[src/sv/mi_pkg.sv]
// ----------------------------------------------------------------------------
// Modular inverse package
// Shared constants and types for the extended Euclid modular inverse unit.
// ----------------------------------------------------------------------------
package mi_pkg;

   localparam int DATA_WIDTH_DEFAULT = 64;

   // Modulus after reset, truncated to the field width where it is used.
   localparam logic [63:0] MODULUS_RESET = 64'd1000000007;

   typedef enum logic [2:0] {
      ST_IDLE,
      ST_CHECK,
      ST_DIVIDE,
      ST_UPDATE,
      ST_REDUCE,
      ST_RESULT,
      ST_FINISH
   } mi_state_type;

endpackage

[src/sv/mi_divider.sv]
// ----------------------------------------------------------------------------
// Modular inverse shared divider
// Restoring divider, one quotient bit per cycle, MSB first. While the
// quotient bits come out it also forms quotient times a factor, modulo
// 2^DATA_WIDTH, by shift and add.
// ----------------------------------------------------------------------------
module mi_divider
   import mi_pkg::*;
#(
   parameter int DATA_WIDTH = DATA_WIDTH_DEFAULT
) (
   input  logic                    clock,
   input  logic                    reset,
   input  logic                    load,
   input  logic [DATA_WIDTH-1:0]   dividend,
   input  logic [DATA_WIDTH-2:0]   divisor,
   input  logic [DATA_WIDTH-1:0]   factor,
   output logic                    last,
   output logic [DATA_WIDTH-1:0]   remainder,
   output logic [DATA_WIDTH-1:0]   product
);

   localparam int CountWidth = $clog2(DATA_WIDTH + 1);
   localparam logic [CountWidth-1:0] StepCount = CountWidth'(DATA_WIDTH);
   localparam logic [CountWidth-1:0] OneCount  = CountWidth'(1);

   logic [CountWidth-1:0] count_ff, count_in;
   logic [DATA_WIDTH-1:0] rem_ff, rem_in;
   logic [DATA_WIDTH-1:0] quo_ff, quo_in;
   logic [DATA_WIDTH-1:0] prod_ff, prod_in;
   logic [DATA_WIDTH-2:0] divisor_ff, divisor_in;
   logic [DATA_WIDTH-1:0] factor_ff, factor_in;

   logic [DATA_WIDTH:0]   trial;
   logic [DATA_WIDTH+1:0] diff;
   logic                  qbit;

   // The partial remainder stays below the divisor, so the trial value
   // needs one extra bit and the compare one more for the borrow.
   assign trial = {rem_ff, quo_ff[DATA_WIDTH-1]};
   assign diff  = {1'b0, trial} - {3'b000, divisor_ff};
   assign qbit  = ~diff[DATA_WIDTH+1];

   always_comb begin
      count_in   = count_ff;
      rem_in     = rem_ff;
      quo_in     = quo_ff;
      prod_in    = prod_ff;
      divisor_in = divisor_ff;
      factor_in  = factor_ff;
      if (load) begin
         count_in   = StepCount;
         rem_in     = '0;
         quo_in     = dividend;
         prod_in    = '0;
         divisor_in = divisor;
         factor_in  = factor;
      end else if (count_ff != '0) begin
         count_in = count_ff - OneCount;
         rem_in   = qbit ? diff[DATA_WIDTH-1:0] : trial[DATA_WIDTH-1:0];
         quo_in   = {quo_ff[DATA_WIDTH-2:0], qbit};
         prod_in  = {prod_ff[DATA_WIDTH-2:0], 1'b0} + (qbit ? factor_ff : '0);
      end
   end

   always_ff @(posedge clock) begin
      if (reset) begin
         count_ff <= '0;
      end else begin
         count_ff <= count_in;
      end
      rem_ff     <= rem_in;
      quo_ff     <= quo_in;
      prod_ff    <= prod_in;
      divisor_ff <= divisor_in;
      factor_ff  <= factor_in;
   end

   assign last      = (count_ff == OneCount);
   assign remainder = rem_ff;
   assign product   = prod_ff;

endmodule

[src/sv/modular_inverse_unit.sv]
// ----------------------------------------------------------------------------
// Modular inverse unit
// Extended Euclid modular inverse of one value against a programmable
// modulus, with the gcd returned alongside the reduced coefficient.
// ----------------------------------------------------------------------------
// Each Euclid round runs the shared bit-serial divider and the update step;
// the final reduction runs the divider once more, followed by the result
// state. About 91 rounds worst case at 64 bits.
// One value at a time: busy stays high through the result strobe, so the
// next transfer is taken in the cycle after it.
// The result strobe lasts one cycle and cannot be stalled by the receiver.
// Reset is synchronous: modulus returns to 1000000007, the sequencer idles.
// ----------------------------------------------------------------------------
module modular_inverse_unit
   import mi_pkg::*;
#(
   parameter int DATA_WIDTH = DATA_WIDTH_DEFAULT
) (
   input  logic                  clock,
   input  logic                  reset,
   input  logic                  start,
   output logic                  busy,
   input  logic [DATA_WIDTH-2:0] req_value,
   input  logic                  csr_write_enable,
   input  logic [DATA_WIDTH-2:0] csr_write_data,
   output logic                  rsp_valid,
   output logic [DATA_WIDTH-2:0] rsp_inverse,
   output logic [DATA_WIDTH-2:0] rsp_common_divisor
);

   localparam logic [DATA_WIDTH-2:0] ModulusReset = MODULUS_RESET[DATA_WIDTH-2:0];
   localparam logic [DATA_WIDTH-1:0] CoefOne      = DATA_WIDTH'(1);

   mi_state_type state_ff, state_in;

   logic [DATA_WIDTH-2:0] modulus_ff;
   logic [DATA_WIDTH-2:0] a_ff;
   logic [DATA_WIDTH-2:0] b_ff;
   logic [DATA_WIDTH-1:0] u_ff;
   logic [DATA_WIDTH-1:0] v_ff;
   logic [DATA_WIDTH-2:0] inv_ff;
   logic                  neg_ff;

   logic                  div_load;
   logic [DATA_WIDTH-1:0] div_dividend;
   logic [DATA_WIDTH-2:0] div_divisor;
   logic                  div_last;
   logic [DATA_WIDTH-1:0] div_remainder;
   logic [DATA_WIDTH-1:0] div_product;

   logic                  b_zero;
   logic                  m_zero;
   logic [DATA_WIDTH-1:0] u_mag;
   logic [DATA_WIDTH-2:0] red_rem;

   assign b_zero  = (b_ff == '0);
   assign m_zero  = (modulus_ff == '0);
   assign u_mag   = u_ff[DATA_WIDTH-1] ? (~u_ff + CoefOne) : u_ff;
   assign red_rem = div_remainder[DATA_WIDTH-2:0];

   // Both the Euclid quotient and the final reduction use the same divider.
   assign div_load     = (state_ff == ST_CHECK) && !(b_zero && m_zero);
   assign div_dividend = b_zero ? u_mag : {1'b0, a_ff};
   assign div_divisor  = b_zero ? modulus_ff : b_ff;

   mi_divider #(
      .DATA_WIDTH(DATA_WIDTH)
   ) u_divider (
      .clock     (clock),
      .reset     (reset),
      .load      (div_load),
      .dividend  (div_dividend),
      .divisor   (div_divisor),
      .factor    (v_ff),
      .last      (div_last),
      .remainder (div_remainder),
      .product   (div_product)
   );

   always_comb begin
      state_in = state_ff;
      unique case (state_ff)
         ST_IDLE: begin
            if (start) state_in = ST_CHECK;
         end
         ST_CHECK: begin
            priority if (!b_zero) state_in = ST_DIVIDE;
            else if (m_zero)      state_in = ST_FINISH;
            else                  state_in = ST_REDUCE;
         end
         ST_DIVIDE: begin
            if (div_last) state_in = ST_UPDATE;
         end
         ST_UPDATE: state_in = ST_CHECK;
         ST_REDUCE: begin
            if (div_last) state_in = ST_RESULT;
         end
         ST_RESULT: state_in = ST_FINISH;
         ST_FINISH: state_in = ST_IDLE;
         default:   state_in = ST_IDLE;
      endcase
   end

   always_comb begin
      busy      = (state_ff != ST_IDLE);
      rsp_valid = (state_ff == ST_FINISH);
   end

   always_ff @(posedge clock) begin
      if (reset) begin
         state_ff   <= ST_IDLE;
         modulus_ff <= ModulusReset;
      end else begin
         state_ff <= state_in;
         if (csr_write_enable) modulus_ff <= csr_write_data;
      end
   end

   always_ff @(posedge clock) begin
      unique case (state_ff)
         ST_IDLE: begin
            a_ff <= req_value;
            b_ff <= modulus_ff;
            u_ff <= CoefOne;
            v_ff <= '0;
         end
         ST_CHECK: begin
            neg_ff <= u_ff[DATA_WIDTH-1];
            inv_ff <= '0;
         end
         ST_UPDATE: begin
            // The new remainder is below the old divisor, so it fits the field.
            a_ff <= b_ff;
            b_ff <= red_rem;
            u_ff <= v_ff;
            v_ff <= u_ff - div_product;
         end
         ST_RESULT: begin
            // A negative coefficient maps to modulus minus its residue.
            if (neg_ff && red_rem != '0) inv_ff <= modulus_ff - red_rem;
            else if (neg_ff)             inv_ff <= '0;
            else                         inv_ff <= red_rem;
         end
         ST_DIVIDE, ST_REDUCE, ST_FINISH: begin
         end
         default: begin
         end
      endcase
   end

   assign rsp_inverse        = inv_ff;
   assign rsp_common_divisor = a_ff;

endmodule

[config.mk]
export PLATFORM = sky130hd
export DESIGN_NAME = modular_inverse_unit
export DESIGN_NICKNAME = d
export VERILOG_FILES = /design/src/sv/mi_pkg.sv /design/src/sv/mi_divider.sv /design/src/sv/modular_inverse_unit.sv
export SDC_FILE = /design/constraint.sdc
export NUM_CORES = 2
export LEC_CHECK = 0
export BUFFER_PORTS_ARGS = -buffer_cell sky130_fd_sc_hd__buf_4
export CAP_MARGIN = 5
export CORE_ASPECT_RATIO = 1.1
export CORE_MARGIN = 4
export CORE_UTILIZATION = 54
export DETAILED_ROUTE_END_ITERATION = 16
export PLACE_DENSITY = 0.72
export SETUP_SLACK_MARGIN = 0.4
export SLEW_MARGIN = 20
export SYNTH_ARGS = -nofsm -noshare
export SYNTH_HDL_FRONTEND = slang
export SYNTH_SLANG_ARGS = --single-unit
[constraint.sdc]
create_clock -name clock -period 10.1 [get_ports clock]
set_input_delay 0 -clock clock [delete_from_list [all_inputs] [get_ports clock]]
set_output_delay 0 -clock clock [all_outputs]
set_load 0.005 [all_outputs]
[Word-level counts from Yosys, hierarchy flattened]
Cells that the tools add are included.
Cells by class
  add/subtract/negate cells: 6
  equality and inequality tests: 10
  mux-type cells: 22
  bitwise gates (word level): 2
  reduce and logical (&&, ||, !) cells: 15
Operator list (number)
  $mux W64: 6
  $pmux W63 S2: 3
  $pmux W64 S2: 2
  $mux W63: 3
  $logic_not A63 Y1: 2
  $sub A65 B63 Y66: 1
  $add A64 B1 Y64 const B: 1
  $add A64 B64 Y64: 1
  $not A64 Y64: 1
  $sub A64 B64 Y64: 1
  $reduce_bool A63 Y1: 1
  $sub A63 B63 Y63: 1
  $pmux W3 S6: 1
  $mux W7: 2
  $mux W3: 4
  $eq A3 B3 Y1 const B: 3
  $eq A7 B1 Y1 const B: 1
  $reduce_bool A7 Y1: 1
  $sub A7 B1 Y7 const B: 1
  $eq A3 B2 Y1 const B: 2
  $ne A2 B2 Y1 const B: 3
  $reduce_bool A2 Y1: 3
  $eq A3 B1 Y1 const B: 1
  $logic_and A1 B1 Y1: 3
  7 further kinds: 7
Storage, ports and cells
  flip-flop bits (word level): 710
  bits of input ports: 130
  output and inout bits: 128
  logic and storage cells: 70

[Logic depth before layout (Yosys ltp)]
  depth after elaboration: 5
  gate-level depth with buffers: 28

[By module]
From an unflattened synthesis, not the netlist that was laid out.
Unflattened totals
  cells, all modules: 4988
  area, all modules: 45160.8 µm²
Modules (own cells, without submodules)
  modular_inverse_unit: times used 1, cells an instance 2856, area each 25414.4 µm², seq. area each 10870.4 µm²
  mi_divider: times used 1, cells an instance 2132, area each 19746.4 µm², seq. area each 8438.1 µm²

[Least setup slack after synthesis]
Ideal clock, no wire load.
  path type: register to register
  from: register state_ff[0]
  to: register u_divider.divisor_ff[0] (enable)
  setup time: 0.541 ns
  arrival: 8.107 ns
  required time: 9.559 ns
  path slack: 1.452 ns
  stages on the path, launching flop included: 8
  path through: dfxtp_1 -> nor2b_1 -> nor2b_1 -> nand2_1 -> clkbuf_1 -> inv_2 -> clkbuf_1 -> clkbuf_1
Between the ends
  word-level cells in the longest chain between the ends: 2
RTL lines
  start, declared: line modular_inverse_unit.sv:34  | mi_state_type state_ff, state_in;
  start signal, assigned: line modular_inverse_unit.sv:114  | state_ff <= state_in;
  $eq A3 B1 Y1: line modular_inverse_unit.sv:62  | assign div_load = (state_ff == ST_CHECK) && !(b_zero && m_zero);
  $logic_and A1 B1 Y1: line modular_inverse_unit.sv:62
  via div_load: line modular_inverse_unit.sv:44  | logic div_load;
  end signal, assigned: line mi_divider.sv:75  | divisor_ff <= divisor_in;
  end, declared: line mi_divider.sv:31  | logic [DATA_WIDTH-2:0] divisor_ff, divisor_in;
The timed path passes the listed nets, and every way through them passes these cells.
A chain may end at the register's enable or synchronous reset.

[Worst setup path in the final report]
  from: register u_divider.rem_ff[1] (netlist: u_divider.remainder[1])
  to: register u_divider.prod_ff[44] (netlist: u_divider.product[44])
Between the ends
  word-level cells in the longest chain between the ends: 3
RTL lines
  start, declared: line mi_divider.sv:28  | logic [DATA_WIDTH-1:0] rem_ff, rem_in;
  start signal, assigned: line mi_divider.sv:72  | rem_ff <= rem_in;
  $sub A65 B63 Y66: line mi_divider.sv:41  | assign diff = {1'b0, trial} - {3'b000, divisor_ff};
  $mux W64: line mi_divider.sv:62  | prod_in = {prod_ff[DATA_WIDTH-2:0], 1'b0} + (qbit ? factor_ff : '0);
  $add A64 B64 Y64: line mi_divider.sv:62
  end signal, assigned: line mi_divider.sv:74  | prod_ff <= prod_in;
  end, declared: line mi_divider.sv:30  | logic [DATA_WIDTH-1:0] prod_ff, prod_in;
Every way passes these cells.

==> metrics.txt <==
Synth top cells by count=nand2_1 (777), edfxtp_1 (509), o21ai_0 (418), a21oi_1 (362), nor2_1 (292); Iter 0 DRT Violations=3934; CTS tree=yes; Worst Path Max Fanout=69; H-tree Lvls=3; Comb power frac=52.8%; Clock Tree Buf Depth=3; Post-DRT Antenna Nets=0; min Tclk post-route=6.91 ns; asr flop ratio synth=0%; Mapped Cells=4956; Hold Vio Cnt, Final=0; internal power=8.91 mW; share of the synthesized area in the top cell type=34.4%; Yosys reg bits=710; Port Buffer Count=257; Final period util=68.5%; Hold WC Path Type=input pin to flop; maximum VDD drop=0.000371 V; post-DP HPWL=102000 µm; Synth area leaders=edfxtp_1 (34%), dfxtp_1 (9.0%), ha_1 (7.1%), nand2_1 (6.6%), o21ai_0 (4.7%); Die W=282 µm; core area=0.0818 mm²; Setup Skew=0.0354 ns; RSZ-0062 raised after global routing=no; Fillers=6972; Max Cap Violations=0; DRC Markers=0; register area share after synthesis=43.4%; Clock Power Share=18.2%; P_leak=22.2 nW; die area=0.0870 mm²; GP Congestion=0.988; Critical Path End Type=flop; layout cell share with drive strength beyond 1=8.64%; clock sink count=710; Initial Utilization=54.4%; TritonRoute pass-1 iters=6; largest net degree at the start of global routing=188; post-synthesis cell area=0.0445 mm²; TritonCTS Buffers=79; global-route wire length before repair=220000 µm; NumNets Final=5647; yosys warns=0; vias in the first global route=37749; worst slew pin tran=1.23 ns; initial antenna violation count=1; syn_area_per_cell=8.97 µm²; cell chosen for the clock root=clkbuf_16; routed vias=39184; TNS Setup=0 ns; setup violators final=0; insertion delay to the later sink of the worst-skew pair=0.66 ns; Worst-path clk slew=0.06 ns; final instance area=0.0516 mm²; # Post-CTS Setup Buffers=0; Peak Freq=0.145 GHz; EDFF count, synth=509; critical path class=flop to flop; io pins=258; Synth Flop Type=edfxtp_1; slew margin rel.=17.4%; total global-route track usage=32.4%; count leader, synth=nand2_1; final WL=145000 µm; sw power=7.06 mW; PwrDens=309 mW/mm²; outcome=completed; final setup margin=3.19 ns; dominant cell type by area after synthesis=edfxtp_1; post-DR vias/cell=6.13; grt total ovfl=0; Area Growth Syn to Fin=16.1%; Cell variety after synth=82; Seq pwr share=29.0%; CP required=10.57 ns; CP arrival=7.38 ns; wire per inst=22.6 µm; Final Max Tran Viols=0; Critical Path Source Type=flop; DP Worst Slack=3.33 ns; Mapped Nets=5343; Placed Area=0.0471 mm²; Net Sw Frac=44.2%; number of cell rows=110; Chip Height=309 µm
==> flip-flops by register name, summed over array words and instances (netlist names) <==
register	flops
rsp_inverse	63
u_divider.factor_ff	64
u_divider.divisor_ff	63
modulus_ff	63
u_ff	64
u_divider.product	64
v_ff	64
u_divider.count_ff	7
rsp_common_divisor	63
state_ff	3
u_divider.remainder	64
neg_ff	1
b_ff	63
u_divider.quo_ff	64
==> per-stage QoR <==
step | utilization (%) | instances | hold slack (ns) | total power, mW
after floorplan | - | 4956 | 0.126 | 10.6
after global placement | 57.6 | 6045 | 0.215 | 12.7
after detailed placement | 57.6 | 6045 | 0.220 | 12.8
after CTS | 63.1 | 6389 | 0.122 | 15.8
after global routing | 63.1 | 6390 | 0.169 | 17.0
final | 63.1 | 6392 | 0.127 | 16.0
==> power by group through the flow <==
| stage | Clock (mW) | Sequential (mW) | Combinational [mW] |
|---|---|---|---|
| 3_3_place_gp | 0 | 4.63 | 8.10 |
| 5_1_grt | 3.04 | 4.70 | 9.28 |
| 3_5_place_dp | 0 | 4.66 | 8.13 |
| 6_report | 2.90 | 4.63 | 8.43 |
| 4_1_cts | 2.92 | 4.61 | 8.28 |
| 2_1_floorplan | 0 | 4.44 | 6.21 |
==> logic make-up after synthesis <==
kind of cell	after synthesis	share of synthesized area [%]
multiplexers	74	1.67
AO/OA/AOI/OAI	1451	20.4
adder cells (fa/ha/maj)	257	7.30
XOR/XNOR	285	5.61
flip-flops	710	43.4
AND/OR/NAND/NOR	1654	17.1
buffers and inverters	525	4.46
==> area by class of cell <==
class | count | area [µm²] | area share, %
multi-input cells | 3721 | 23300 | 45.1
flip-flops and latches | 710 | 19300 | 37.4
repair buffers | 485 | 4160 | 8.06
clock buffers | 111 | 2260 | 4.38
well taps | 1064 | 1330 | 2.58
inverters | 263 | 995 | 1.93
clock inverters | 35 | 290 | 0.562
diodes | 3 | 7.51 | 0.0145
==> per-layer routing <==
| metal | vias up | wire length (µm) | track usage, % |
|---|---|---|---|
| li1 | 18462 | - | - |
| met1 | 18839 | 60600 | 44.0 |
| met2 | 1612 | 66800 | 53.0 |
| met3 | 271 | 11600 | 4.48 |
| met4 | 0 | 5670 | 12.3 |
| met5 | - | 0 | 0 |
==> critical path, cell delays in order (launching register included) <==
cell,delay (ns)
dfxtp_1,0.53
ha_1,0.34
o21a_1,0.19
o31a_1,0.12
o2111ai_1,0.30
a21oi_1,0.16
o211a_1,0.28
o21ai_0,0.32
and2_1,0.38
o21ai_4,0.08
buf_4,0.35
and2_1,0.32
ha_1,0.28
a21o_1,0.11
a21oi_1,0.09
nand2b_1,0.18
o21a_1,0.22
a2111oi_0,0.85
o2111ai_1,0.40
a211oi_1,0.34
nor2_1,0.12
o31ai_1,0.49
xnor2_1,0.19
o22ai_1,0.09
==> path summary, 6_finish.rpt <==
kind | startpoint | to | slack (ns) | depth (start not counted)
min | csr_write_data[27] | modulus_ff[27] | 0.13 | 4
min reg2reg | v_ff[5] | u_divider.factor_ff[5] | 0.44 | 0
max | u_divider.remainder[1] | u_divider.product[44] | 3.19 | 23
max reg2reg | u_divider.remainder[1] | u_divider.product[44] | 3.19 | 23
==> cell usage in the layout (no fill, tap or decap), drive strengths merged, types with 8 or more instances in the layout <==
cell,n
a221oi,18
dlygate4sd3,198
nor2b,26
clkinv,29
or3,30
and3,26
nor3,58
clkbuf,111
o21ai,426
o31ai,43
edfxtp,509
buf,287
xor2,156
a31oi,68
o21a,35
nand4,72
nor2,292
o41ai,15
inv,264
o211ai,28
a211oi,46
or4,18
a21oi,362
mux2i,74
a21o,209
a2bb2oi,37
o22ai,13
and2,149
nand2b,33
a21boi,8
nor4,66
xnor2,129
nand2,778
a2111oi,9
o21bai,64
nand3,64
or2,18
o31a,10
dfxtp,201
ha,253
==> timing repair <==
| item | CTS | global route |
|---|---|---|
| gates resized for setup | 0 | 0 |
| endpoints found under the hold margin | 131 | 0 |
| hold buffers | 198 | 0 |
(Power assumes the default switching activity.)
